===== config.mk =====
export PLATFORM = sky130hd
export DESIGN_NAME = pht_ctrl
export DESIGN_NICKNAME = d
export VERILOG_FILES = /design/src/hw/rtl/pht_pkg.sv /design/src/hw/rtl/pht_ctrl.sv
export SDC_FILE = /design/constraint.sdc
export NUM_CORES = 1
export LEC_CHECK = 0
export BUFFER_PORTS_ARGS = -buffer_cell sky130_fd_sc_hd__clkbuf_2
export CORE_ASPECT_RATIO = 1.4
export CORE_UTILIZATION = 52
export CTS_CLUSTER_SIZE = 14
export DETAILED_ROUTE_END_ITERATION = 16
export GPL_TIMING_DRIVEN = 1
export PLACE_DENSITY = 0.78
export SETUP_SLACK_MARGIN = 0.2
export SYNTH_ARGS = -nofsm -noshare
export SYNTH_HDL_FRONTEND = slang
export SYNTH_SLANG_ARGS = --single-unit

===== constraint.sdc =====
create_clock -name clk -period 1.65 [get_ports clk]
set_input_delay 0.0825 -clock clk [delete_from_list [all_inputs] [get_ports clk]]
set_output_delay 0.0825 -clock clk [all_outputs]
set_load 0.01 [all_outputs]

===== src/hw/rtl/pht_pkg.sv =====
`timescale 1ns / 1ps
`default_nettype none
package pht_pkg;

	localparam logic [1:0] OP_PACKET = 2'd0;
	localparam logic [1:0] OP_TICK   = 2'd1;
	localparam logic [1:0] OP_QLOCAL = 2'd2;
	localparam logic [1:0] OP_QREM   = 2'd3;

	localparam logic [2:0] KIND_OUT     = 3'd0;
	localparam logic [2:0] KIND_IN      = 3'd1;
	localparam logic [2:0] KIND_IGNORED = 3'd2;
	localparam logic [2:0] KIND_SUMMARY = 3'd3;
	localparam logic [2:0] KIND_QUERY   = 3'd4;

	localparam logic [1:0] ST_OK       = 2'd0;
	localparam logic [1:0] ST_NOTFOUND = 2'd1;
	localparam logic [1:0] ST_FULL     = 2'd2;

	localparam logic [1:0] CFG_NET  = 2'd0;
	localparam logic [1:0] CFG_MASK = 2'd1;

	localparam logic [15:0] ETH_IPV4   = 16'h0800;
	localparam logic [7:0]  PROTO_TCP  = 8'd6;
	localparam logic [7:0]  PROTO_UDP  = 8'd17;
	localparam logic [7:0]  PROTO_ICMP = 8'd1;

	localparam logic [1:0] PSEL_TCP   = 2'd0;
	localparam logic [1:0] PSEL_UDP   = 2'd1;
	localparam logic [1:0] PSEL_ICMP  = 2'd2;
	localparam logic [1:0] PSEL_OTHER = 2'd3;

	typedef struct packed {
		logic [31:0] key;
		logic [31:0] bytes_out;
		logic [31:0] packets_out;
		logic [31:0] bytes_in;
		logic [31:0] packets_in;
		logic [31:0] tcp;
		logic [31:0] udp;
		logic [31:0] icmp;
		logic [31:0] other;
	} entry_t;

	typedef struct packed {
		logic        load;
		logic        rd;
		logic        exec;
		logic        clr;
		logic [15:0] clr_idx;
	} ctl_cmd_t;

	typedef struct packed {
		logic is_tick;
	} dp_sts_t;

	typedef struct packed {
		logic found;
		logic full;
	} tbl_sts_t;

	function automatic logic [31:0] sat_add(input logic [31:0] a, input logic [31:0] b);
		logic [32:0] s;
		s = {1'b0, a} + {1'b0, b};
		return s[32] ? 32'hFFFF_FFFF : s[31:0];
	endfunction

endpackage
`default_nettype wire


===== src/hw/rtl/pht_ctrl.sv =====
`timescale 1ns / 1ps
`default_nettype none
module pht_ctrl #(
	parameter int CLR_N = 2048
) (
	input  wire logic             clk,
	input  wire logic             arst_n,
	input  wire logic             start,
	input  wire pht_pkg::dp_sts_t sts,
	output logic                  busy,
	output pht_pkg::ctl_cmd_t     cmd
);

	localparam logic [2:0] S_IDLE = 3'd0;
	localparam logic [2:0] S_P1   = 3'd1;
	localparam logic [2:0] S_P2   = 3'd2;
	localparam logic [2:0] S_P3   = 3'd3;
	localparam logic [2:0] S_RD   = 3'd4;
	localparam logic [2:0] S_EX   = 3'd5;
	localparam logic [2:0] S_CLR  = 3'd6;

	logic [2:0]  state_q;
	logic [15:0] cnt_q;

	assign busy = (state_q != S_IDLE);

	always_comb begin
		cmd.load    = (state_q == S_IDLE) && start;
		cmd.rd      = (state_q == S_RD);
		cmd.exec    = (state_q == S_EX);
		cmd.clr     = (state_q == S_CLR);
		cmd.clr_idx = cnt_q;
	end

	always_ff @(posedge clk or negedge arst_n) begin
		if (!arst_n) begin
			state_q <= S_CLR;
			cnt_q   <= '0;
		end else begin
			case (state_q)
				S_IDLE: if (start) state_q <= S_P1;
				S_P1: state_q <= S_P2;
				S_P2: state_q <= S_P3;
				S_P3: state_q <= S_RD;
				S_RD: state_q <= S_EX;
				S_EX: begin
					cnt_q   <= '0;
					state_q <= sts.is_tick ? S_CLR : S_IDLE;
				end
				S_CLR: begin
					cnt_q <= cnt_q + 16'd1;
					if (cnt_q == 16'(CLR_N - 1)) state_q <= S_IDLE;
				end
				default: state_q <= S_IDLE;
			endcase
		end
	end

endmodule
`default_nettype wire


# Yosys cells after proc, flatten, opt, wreduce, memory -nomap -nowiden
# Cells that the tools add are included.
[totals]
regBits = 19
input_bits = 4
out_inout_bits = 21
word_cells = 22
[op_classes]
muxes = 5
n_addsub = 1
n_reduce_logical = 5
eq_ne = 9
[ops]
columns = ["operator", "count"]
rows = [
  ["16-bit one-hot mux with 2 select lines", 1],
  ["3-bit one-hot mux with 7 select lines", 1],
  ["16-bit by 1-bit adder with 16-bit output (second input constant)", 1],
  ["16-bit by 11-bit == test with 1-bit output (second input constant)", 1],
  ["3-bit == test (second input constant)", 3],
  ["3-bit 2-to-1 mux", 3],
  ["3-bit by 2-bit == test with 1-bit output (second input constant)", 2],
  ["3-bit by 1-bit == test with 1-bit output (second input constant)", 1],
  ["3-bit logical NOT", 1],
  ["3-bit nonzero test", 1],
  ["2-bit by 1-bit != test with 1-bit output (second input constant)", 1],
  ["2-bit != test (second input constant)", 1],
  ["2-bit AND reduction", 1],
  ["2-bit nonzero test", 1],
  ["1-bit logical AND", 1],
]

# Logic depth before layout (Yosys ltp)
# Gate-level depths: netlist of run 1.
[depth]
word_depth = 3
ltp_mapped = 7
depth_no_buf = 6

# Least setup slack after synthesis of run 1
# Ideal clock, no wire load.
[synth_path]
path_kind = "register to register"
startpoint = "register state_q[2]"
endpoint = "register cnt_q[4]"
n_path_buf = 1
path_stages_with_launch = 8
path_slack_ns = 0.149
arrival_time_ns = 1.366
synth_period_minus_slack_ns = 1.501
setup_ns = 0.135
required_ns = 1.515
path_cell_list = "dfstp_2 -> buf_4 -> clkinv_1 -> or3_4 -> clkinv_4 -> nor2_4 -> a21oi_1 -> a21oi_1"
[synth_rtl]
columns = ["element", "line_no", "source"]
rows = [
  ["start, declared", "pht_ctrl.sv:22", "logic [2:0] state_q;"],
  ["start signal, assigned", "pht_ctrl.sv:48", "state_q <= sts.is_tick ? S_CLR : S_IDLE;"],
  ["end signal, assigned", "pht_ctrl.sv:51", "cnt_q <= cnt_q + 16'd1;"],
  ["end, declared", "pht_ctrl.sv:23", "logic [15:0] cnt_q;"],
]

==> impl_metrics.toml, run 1 <==
[clocking]
max-clock-path-buffers = 2
htree_num_levels = 1
clock_sinks = 19
root_buffer = "clkbuf_4"
cts_buffers = 3
cts_tree = "built"
worstSkewPairLatency_ns = 0.30
clk_pin_slew_ns = 0.11

[yosys]
netlist_instances = 106
synth_area_per_cell_um2 = 10.1
async_reset_ff_frac = 1.00
synth_top_cell_area_share = 0.399
synth_area_leaders = "dfrtp_1, mux2i_1, nand2_1"
yosys_most_used_dff = "dfrtp_1"
ys_seq_area_frac = 0.448
yosysTopAreaCell = "dfrtp_1"
ys_warn_count = 0
syn_area_mm2 = 0.00107
synth_fp_nets = 111
synth_edf_count = 0
yosys-top-cells-count = "nand2_1, dfrtp_1, mux2i_1, nor2_1, nand3_1"
ys_ff_latch = 19
synth_cell_types = 35
synth.most_common_cell = "nand2_1"

[die]
die_h_um = 55.6
start_util = 0.547
die_w_um = 40.3
rows = 19
core_area_mm2 = 0.00195
die-area_mm2 = 0.00224
ios = 25

[global_route]
grt_pass1_vias = 857
globalRouteOverflowTotal = 0
grt_antenna_before_repair = 0
grt_pass1_wl_mm = 3.80
grt_max_degree = 20
grt_use_total = 0.236

[placed_design]
place.gp.congestion = 0.771
place.port_buffers = 24
dpl_worst_slack_ns = 0.0936
dpl_cell_area_mm2 = 0.00120
place_inst = 149
hpwl_mm = 1.43

[setup_path]
arrival_ns = 1.49
startpoint_type = "register"
path_max_fanout = 3
criticalPathCategory = "reg2out"
worstSetupEndpointType = "output pin"
cp.required_ns = 1.57

[routing]
drc_errors = 0
num_vias = 953
drt_pass1_iterations = 4
routedWlPerCell_um = 14.9
ant_nets = 0
first_iter_violations = 27
viasPerCell = 5.67
routed_wl_mm = 2.51

[timing]
setup_ws_ns = 0.0781
min_period_ns = 1.57
slew_viol_final = 0
fin_worst_skew_ns = 0.00446
final.period_utilization = 0.953
grt_setup_unrepaired = "yes"
maxClockFrequency_ghz = 0.636
worst_pin_slew_ns = 0.464
finalHoldViolations = 0
slew_headroom = 0.691
finalSetupViolCount = 0
tns_ns = 0

[power]
power_leakage_nw = 0.729
switchingPower_uw = 599
irDropWorstVdd_mv = 0.863
clkPwrFrac = 0.150
power_density_mw_per_mm2 = 1120
switching_share = 0.373
comb_power_share = 0.453
cellInternalPower_mw = 1.01
pwr-share-seq = 0.397

[cells_and_area]
final_cells = 168
nFillCells = 135
drive_above_1_share = 0.490
syn_to_final_growth_pct = 33.9
fin_nets = 153
final_cell_area_mm2 = 0.00143
antenna_cells = 0

[flow_run]
max_cap_viol_count = 0

[min_path]
hold_path.class = "in2reg"

[status]
outcome = "finished clean"
[per-stage QoR]
stage / util / hold WS (ns) / power, mW
global placement: 0.614 / 0.0558 / 1.08
detailed placement: 0.614 / 0.0565 / 1.10
global route: 0.733 / 0.168 / 1.70
floorplan: - / -0.213 / 1.01
finish: 0.733 / 0.110 / 1.61
CTS: 0.676 / 0.119 / 1.47
[layout make-up]
class | instances | area [um^2] | area share
clock inverter | 1 | 5.00 | 0.00350
multi-input combinational | 77 | 574 | 0.402
clock buffer | 3 | 22.5 | 0.0158
inverter | 6 | 36.3 | 0.0254
tap | 21 | 26.3 | 0.0184
timing repair buffer | 41 | 285 | 0.200
sequential | 19 | 479 | 0.335
[state kept, by name, summed over array words and instances, names as in the netlist]
register  count
state_q       3
cnt_q        16
[cells by family after synthesis]
| family | share of synthesized area |
|---|---|
| and+or+nand+nor | 0.258 |
| AOI/OAI and AO/OA | 0.143 |
| DFF | 0.448 |
| buffers and inverters | 0.0645 |
| muxes | 0.0750 |
| adders and majority gates | 0.0117 |
[power groups by stage]
stage	clock network, mW	logic (mW)	registers (mW)
floorplan	0	0.387	0.618
global placement	0	0.420	0.665
detailed placement	0	0.430	0.675
CTS	0.239	0.596	0.632
global route	0.258	0.793	0.655
finish	0.242	0.728	0.637
[repair_timing]
action,CTS,global route
hold endpoints to repair,17,0
setup buffers,9,5
pin swaps,1,7
gates cloned,0,0
gates resized for setup,4,20
endpoints found under the setup margin,21,22
hold buffers,1,0
[final timing paths]
path,startpoint,to,depth (start not counted),slack (ns)
worst max-delay path,state_q[2]$_DFFE_PN1P_,cmd[17],4,0.08
worst min-delay path,start,state_q[0]$_DFFE_PN0P_,3,0.11
worst max register to register,state_q[2]$_DFFE_PN1P_,cnt_q[6]$_DFFE_PN0P_,8,0.09
worst min register to register,cnt_q[10]$_DFFE_PN0P_,cnt_q[10]$_DFFE_PN0P_,1,0.52
max in group asynchronous,arst_n,state_q[2]$_DFFE_PN1P_,2,1.06
min in group asynchronous,arst_n,cnt_q[7]$_DFFE_PN0P_,2,0.25
[worst max-delay path, stage by stage, from the launching register on]
cell      delay (ns)
dfstp_2         0.61
clkinv_4        0.06
or3_4           0.35
clkinv_4        0.07
buf_6           0.09
[metal layers]
layer | vias to the layer above | GRT usage | wire (um)
met3 | 8 | 0.0240 | 91
li1 | 457 | - | -
met2 | 31 | 0.378 | 1350
met4 | 0 | 0.0714 | 60
met1 | 457 | 0.325 | 1000
met5 | - | 0 | 0
[placed cells by master, fill, tap and decap left out, types with 2 or more instances in the layout]
master    netlist  routed
buf_4           1      10
buf_6           3       8
clkbuf_2        0      21
clkbuf_4        0       3
clkinv_4        1       2
dfrtp_1        17      16
dfstp_2         2       2
inv_1           4       3
mux2i_1         8       8
nand2_1        20      20
nand3_1         6       5
nand4_1         2       2
nor2_1          8       6
nor2_2          0       2
nor3_1          2       2
o211ai_2        2       2
o21ai_0         2       2
o21ai_1         5       4
o221ai_2        0       2
o31ai_2         2       2
or3_4           1       2
No activity file was read; power rests on OpenSTA's default activity.
==> run 2: changes to the inputs <==
RECOVER_POWER = 25   (was unset)
==> run 2 against run 1 <==
  * First-iteration DRC count did not move
  * Fmax did not move
  * Via count unchanged
  * Utilization down 0.064 points
  * Worst hold slack is the same
  * Final cell count did not move
  * Combinational power is essentially flat
  * Global-route usage unchanged
  * Non-clock buffer count stayed put
  * Die area unchanged
  * Critical endpoint unchanged
  * Largest power group unchanged
==> impl_metrics.toml, run 2 (same netlist as run 1, synthesis figures left out) <==
[global_route]
grt_pass1_vias = 857
grt_use_total = 0.236
globalRouteOverflowTotal = 0
grt_max_degree = 20
grt_pass1_wl_mm = 3.80
grt_antenna_before_repair = 0

[die]
die_w_um = 40.3
rows = 19
die_h_um = 55.6
core_area_mm2 = 0.00195
ios = 25
start_util = 0.547
die-area_mm2 = 0.00224

[setup_path]
arrival_ns = 1.49
slowest_delay_ns = 0.61
r2r_cells = 8
slowest_stage = "dfstp_2"
startpoint_type = "register"
worstSetupEndpointType = "output pin"
cp_common_cell = "clkinv_4"
reg2reg_from = "state_q[2]$_DFFE_PN1P_"
rrSetupSlack_ns = 0.09
criticalPathCategory = "reg2out"
crit_start = "state_q[2]$_DFFE_PN1P_"
cp.required_ns = 1.57
worstPathCellList = "clkinv_4, or3_4, clkinv_4, buf_6"
path_max_fanout = 3
r2r_end = "cnt_q[6]$_DFFE_PN0P_"

[flow_run]
max_cap_viol_count = 0

[cells_and_area]
final_cell_area_mm2 = 0.00143
antenna_cells = 0
largestRegisters = "cnt_q: 16 flops, state_q: 3 flops"
largest_register_ff_count = 16
drive_above_1_share = 0.483
fin_nets = 153
top_register = "cnt_q"
nFillCells = 134
syn_to_final_growth_pct = 33.8
final_cells = 168
mostFrequentLayoutCells = "nand2_1, clkbuf_2, dfrtp_1"

[timing]
min_period_ns = 1.57
fin_worst_skew_ns = 0.00446
slew_viol_final = 0
tns_ns = 0
finalSetupViolCount = 0
grt_setup_unrepaired = "yes"
maxClockFrequency_ghz = 0.636
slew_headroom = 0.332
finalHoldViolations = 0
worst_pin_slew_ns = 1.00
final.period_utilization = 0.953
setup_ws_ns = 0.0781

[clocking]
htree_num_levels = 1
clk_pin_slew_ns = 0.11
cts_buffers = 3
worstSkewPairLatency_ns = 0.30
cts_tree = "built"
max-clock-path-buffers = 2
clock_sinks = 19
root_buffer = "clkbuf_4"

[routing]
num_vias = 953
drc_errors = 0
routedWlPerCell_um = 14.9
first_iter_violations = 27
wl_met2_mm = 1.35
routed_wl_mm = 2.51
wl_met3_um = 91
drt-met1-wl_mm = 1.00
drt_pass1_iterations = 4
viasPerCell = 5.67
ant_nets = 0
highest_layer = "met4"

[placed_design]
hpwl_mm = 1.43
dpl_worst_slack_ns = 0.0936
dpl_cell_area_mm2 = 0.00120
place.gp.congestion = 0.771
place.port_buffers = 24
place_inst = 149

[min_path]
min_from = "start"
whs_endpoint = "state_q[0]$_DFFE_PN0P_"
min_path_cells = 3
hold_path.class = "in2reg"

[power]
total_power_mw = 1.61
power_density_mw_per_mm2 = 1130
power_leakage_nw = 0.726
irDropWorstVdd_mv = 0.863

[status]
outcome = "finished clean"
run 2: cell counts in the layout (fill, tap and decap cells not counted):
Identical to the previous run, type by type.
run 2: worst max-delay path by stage:
stage	cells past startpoint	end	slack [ns]
6_report	4	cmd[17]	0.08
5_1_grt	5	cmd[16]	0.03
2_1_floorplan	6	cnt_q[1]$_DFFE_PN0P_	0.16
3_3_place_gp	5	cnt_q[5]$_DFFE_PN0P_	0.13
4_1_cts	4	cmd[17]	0.05
3_5_place_dp	5	cnt_q[7]$_DFFE_PN0P_	0.09
run 2: metrics by stage:
step / hold WS (ns) / util
2_1_floorplan: -0.213 / -
3_3_place_gp: 0.0558 / 0.614
3_5_place_dp: 0.0565 / 0.614
4_1_cts: 0.119 / 0.676
5_1_grt: 0.168 / 0.732
6_report: 0.110 / 0.732
run 2: metal layers:
metal,global-route usage,vias to the layer above
li1,-,457
met1,0.325,457
met4,0.0714,0
met3,0.0240,8
met2,0.378,31
met5,0,-
run 2: worst max-delay path, delay by kind of cell, from the launching register on:
family / cells / cell delay, ns
and+or+nand+nor: 1 / 0.35
DFF: 1 / 0.61
buffers and inverters: 3 / 0.22
run 2: repair_timing:
action,in CTS,in global routing
pin swaps,1,7
hold buffers,1,0
endpoints found under the hold margin,17,0
setup buffers,9,5
endpoints found under the setup margin,21,22
resized for setup,4,20
run 2: power breakdown:
group / switching, mW / leakage [nW] / internal (mW)
combinational: 0.358 / 0.456 / 0.369
clock: 0.151 / 0.0177 / 0.0905
sequential: 0.0900 / 0.253 / 0.547
run 2: final cells by class:
type | instances | area [um^2] | share of cell area
Clock buffer | 3 | 22.5 | 0.0158
Inverter | 6 | 36.3 | 0.0254
Sequential cell | 19 | 479 | 0.336
Multi-Input combinational cell | 77 | 574 | 0.402
Clock inverter | 1 | 5.00 | 0.00351
Timing Repair Buffer | 41 | 284 | 0.199
Tap cell | 21 | 26.3 | 0.0184
==> run 3: changes to the inputs <==
CORE_MARGIN = 3   (was unset)
==> run 3 against run 2 <==
  * First-iteration DRC count is 41% lower
  * Combinational power fell by 13%
  * Global-route usage down 3.9 points
  * Worst hold slack gained 0.0042 ns
  * Via count down 2.5%
  * Clock power shrank 4%
  * Worst setup slack gained 0.024 ns
  * Critical path type unchanged
  * Flip-flop and latch count is the same
  * Die area rose by 18%
  * Final cell count down 0.60%
  * Highest routed layer unchanged
  * Sequential share of layout area up 0.96 points
==> impl_metrics.toml, run 3 (same netlist as run 1, synthesis figures left out) <==
[die]
die_w_um = 44.3
die_h_um = 59.6
start_util = 0.578
die-area_mm2 = 0.00264
core_area_mm2 = 0.00185
ios = 25
rows = 18

[min_path]
hold_path.class = "in2reg"
whs_endpoint = "state_q[0]$_DFFE_PN0P_"
min_from = "start"
min_path_cells = 3

[cells_and_area]
largest_register_ff_count = 16
largestRegisters = "cnt_q: 16 flops, state_q: 3 flops"
top_register = "cnt_q"
nFillCells = 129
drive_above_1_share = 0.476
syn_to_final_growth_pct = 30.7
fin_nets = 153
mostFrequentLayoutCells = "nand2_1, clkbuf_2, dfrtp_1, buf_4, mux2i_1"
seq_area_um2 = 482
antenna_cells = 0
multi_input_area_um2 = 559

[placed_design]
place.port_buffers = 24
place.gp.congestion = 0.744
hpwl_mm = 1.50

[setup_path]
worstSetupEndpointType = "output pin"
arrival_ns = 1.47
r2r_end = "cnt_q[6]$_DFFE_PN0P_"
cp.required_ns = 1.57
path_max_fanout = 3
reg2reg_from = "state_q[2]$_DFFE_PN1P_"
startpoint_type = "register"
crit_start = "state_q[2]$_DFFE_PN1P_"
r2r_cells = 7
criticalPathCategory = "reg2out"
rrSetupSlack_ns = 0.10

[timing]
finalHoldViolations = 0
slew_viol_final = 0
fin_worst_skew_ns = 0.00249
maxClockFrequency_ghz = 0.646
whs_ns = 0.114
min_period_ns = 1.55
grt_setup_unrepaired = "yes"
final.period_utilization = 0.938
tns_ns = 0
slew_headroom = 0.357
worst_pin_slew_ns = 0.964
finalSetupViolCount = 0

[routing]
routed_wl_mm = 2.32
ant_nets = 0
first_iter_violations = 16
routedWlPerCell_um = 13.9
num_vias = 929
viasPerCell = 5.56
drt_pass1_iterations = 4
drc_errors = 0

[clocking]
clock_sinks = 19
cts_tree = "built"
cts_buffers = 3
worstSkewPairLatency_ns = 0.29
root_buffer = "clkbuf_4"
max-clock-path-buffers = 2
clk_pin_slew_ns = 0.10
htree_num_levels = 1

[status]
outcome = "finished clean"

[power]
irDropWorstVdd_mv = 0.969
power_leakage_nw = 0.712
power_density_mw_per_mm2 = 1090

[global_route]
grt_pass1_vias = 884
grt_max_degree = 20
grt_use_total = 0.197
grt_pass1_wl_mm = 3.90
globalRouteOverflowTotal = 0
grt_antenna_before_repair = 0

[flow_run]
max_cap_viol_count = 0
## run 3: changes by cell type in the layout (fill, tap and decap cells not counted), sizes merged
cell    previous run  this run
clkbuf            24        25
clkinv             3         2
## run 3: layer usage
layer | global-route usage | share of wire | vias up | wire, um
met4 | 0.0862 | 0.016 | 0 | 37
met1 | 0.244 | 0.43 | 442 | 1000
met2 | 0.342 | 0.52 | 24 | 1200
met3 | 0.0182 | 0.034 | 5 | 80
met5 | 0 | 0 | - | 0
li1 | - | - | 458 | -
## run 3: layout make-up
type                       instances  area share
clock buffer                       4      0.0188
inverter                           6      0.0260
multi-input combinational         77       0.401
sequential                        19       0.345
tap                               20      0.0179
timing repair buffer              41       0.191
## run 3: critical path, cell delays in order, from the launching register on
cell and delay [ns]:
dfstp_2 0.61, clkinv_4 0.06, or3_4 0.35, clkinv_4 0.06
buf_8 0.09
## run 3: where the power goes
part / switching (mW) / leakage [nW] / internal (mW)
combinational: 0.309 / 0.447 / 0.320
clock: 0.138 / 0.0150 / 0.0941
sequential: 0.107 / 0.250 / 0.550
## run 3: timing repair
action / 4_1_cts / 5_1_grt
pin swaps: 4 / 1
gates resized for setup: 6 / 13
endpoints found under the hold margin: 17 / 0
endpoints found under the setup margin: 21 / 22
hold buffers: 1 / 0
buffers inserted: 11 / 4
## run 3: how the worst max path moves through the flow
stage	endpoint	slack, ns	cells after the start
after CTS	cmd[17]	0.07	4
after floorplan	cnt_q[1]$_DFFE_PN0P_	0.16	6
after detailed placement	cnt_q[4]$_DFFE_PN0P_	0.03	6
after global placement	cnt_q[2]$_DFFE_PN0P_	0.07	6
final	cmd[17]	0.10	4
after global routing	cnt_q[4]$_DFFE_PN0P_	0.05	7
## run 3: metrics by stage
step	std cells	total power, mW	worst slack, ns	util	instance area, um^2
final	167	1.52	0.102	0.755	1400
after CTS	163	1.49	0.0681	0.723	1340
after detailed placement	147	1.10	0.0274	0.644	1190
after global routing	167	1.62	0.0541	0.755	1400
after global placement	147	1.08	0.0711	0.644	1190
after floorplan	106	1.01	0.160	-	1080
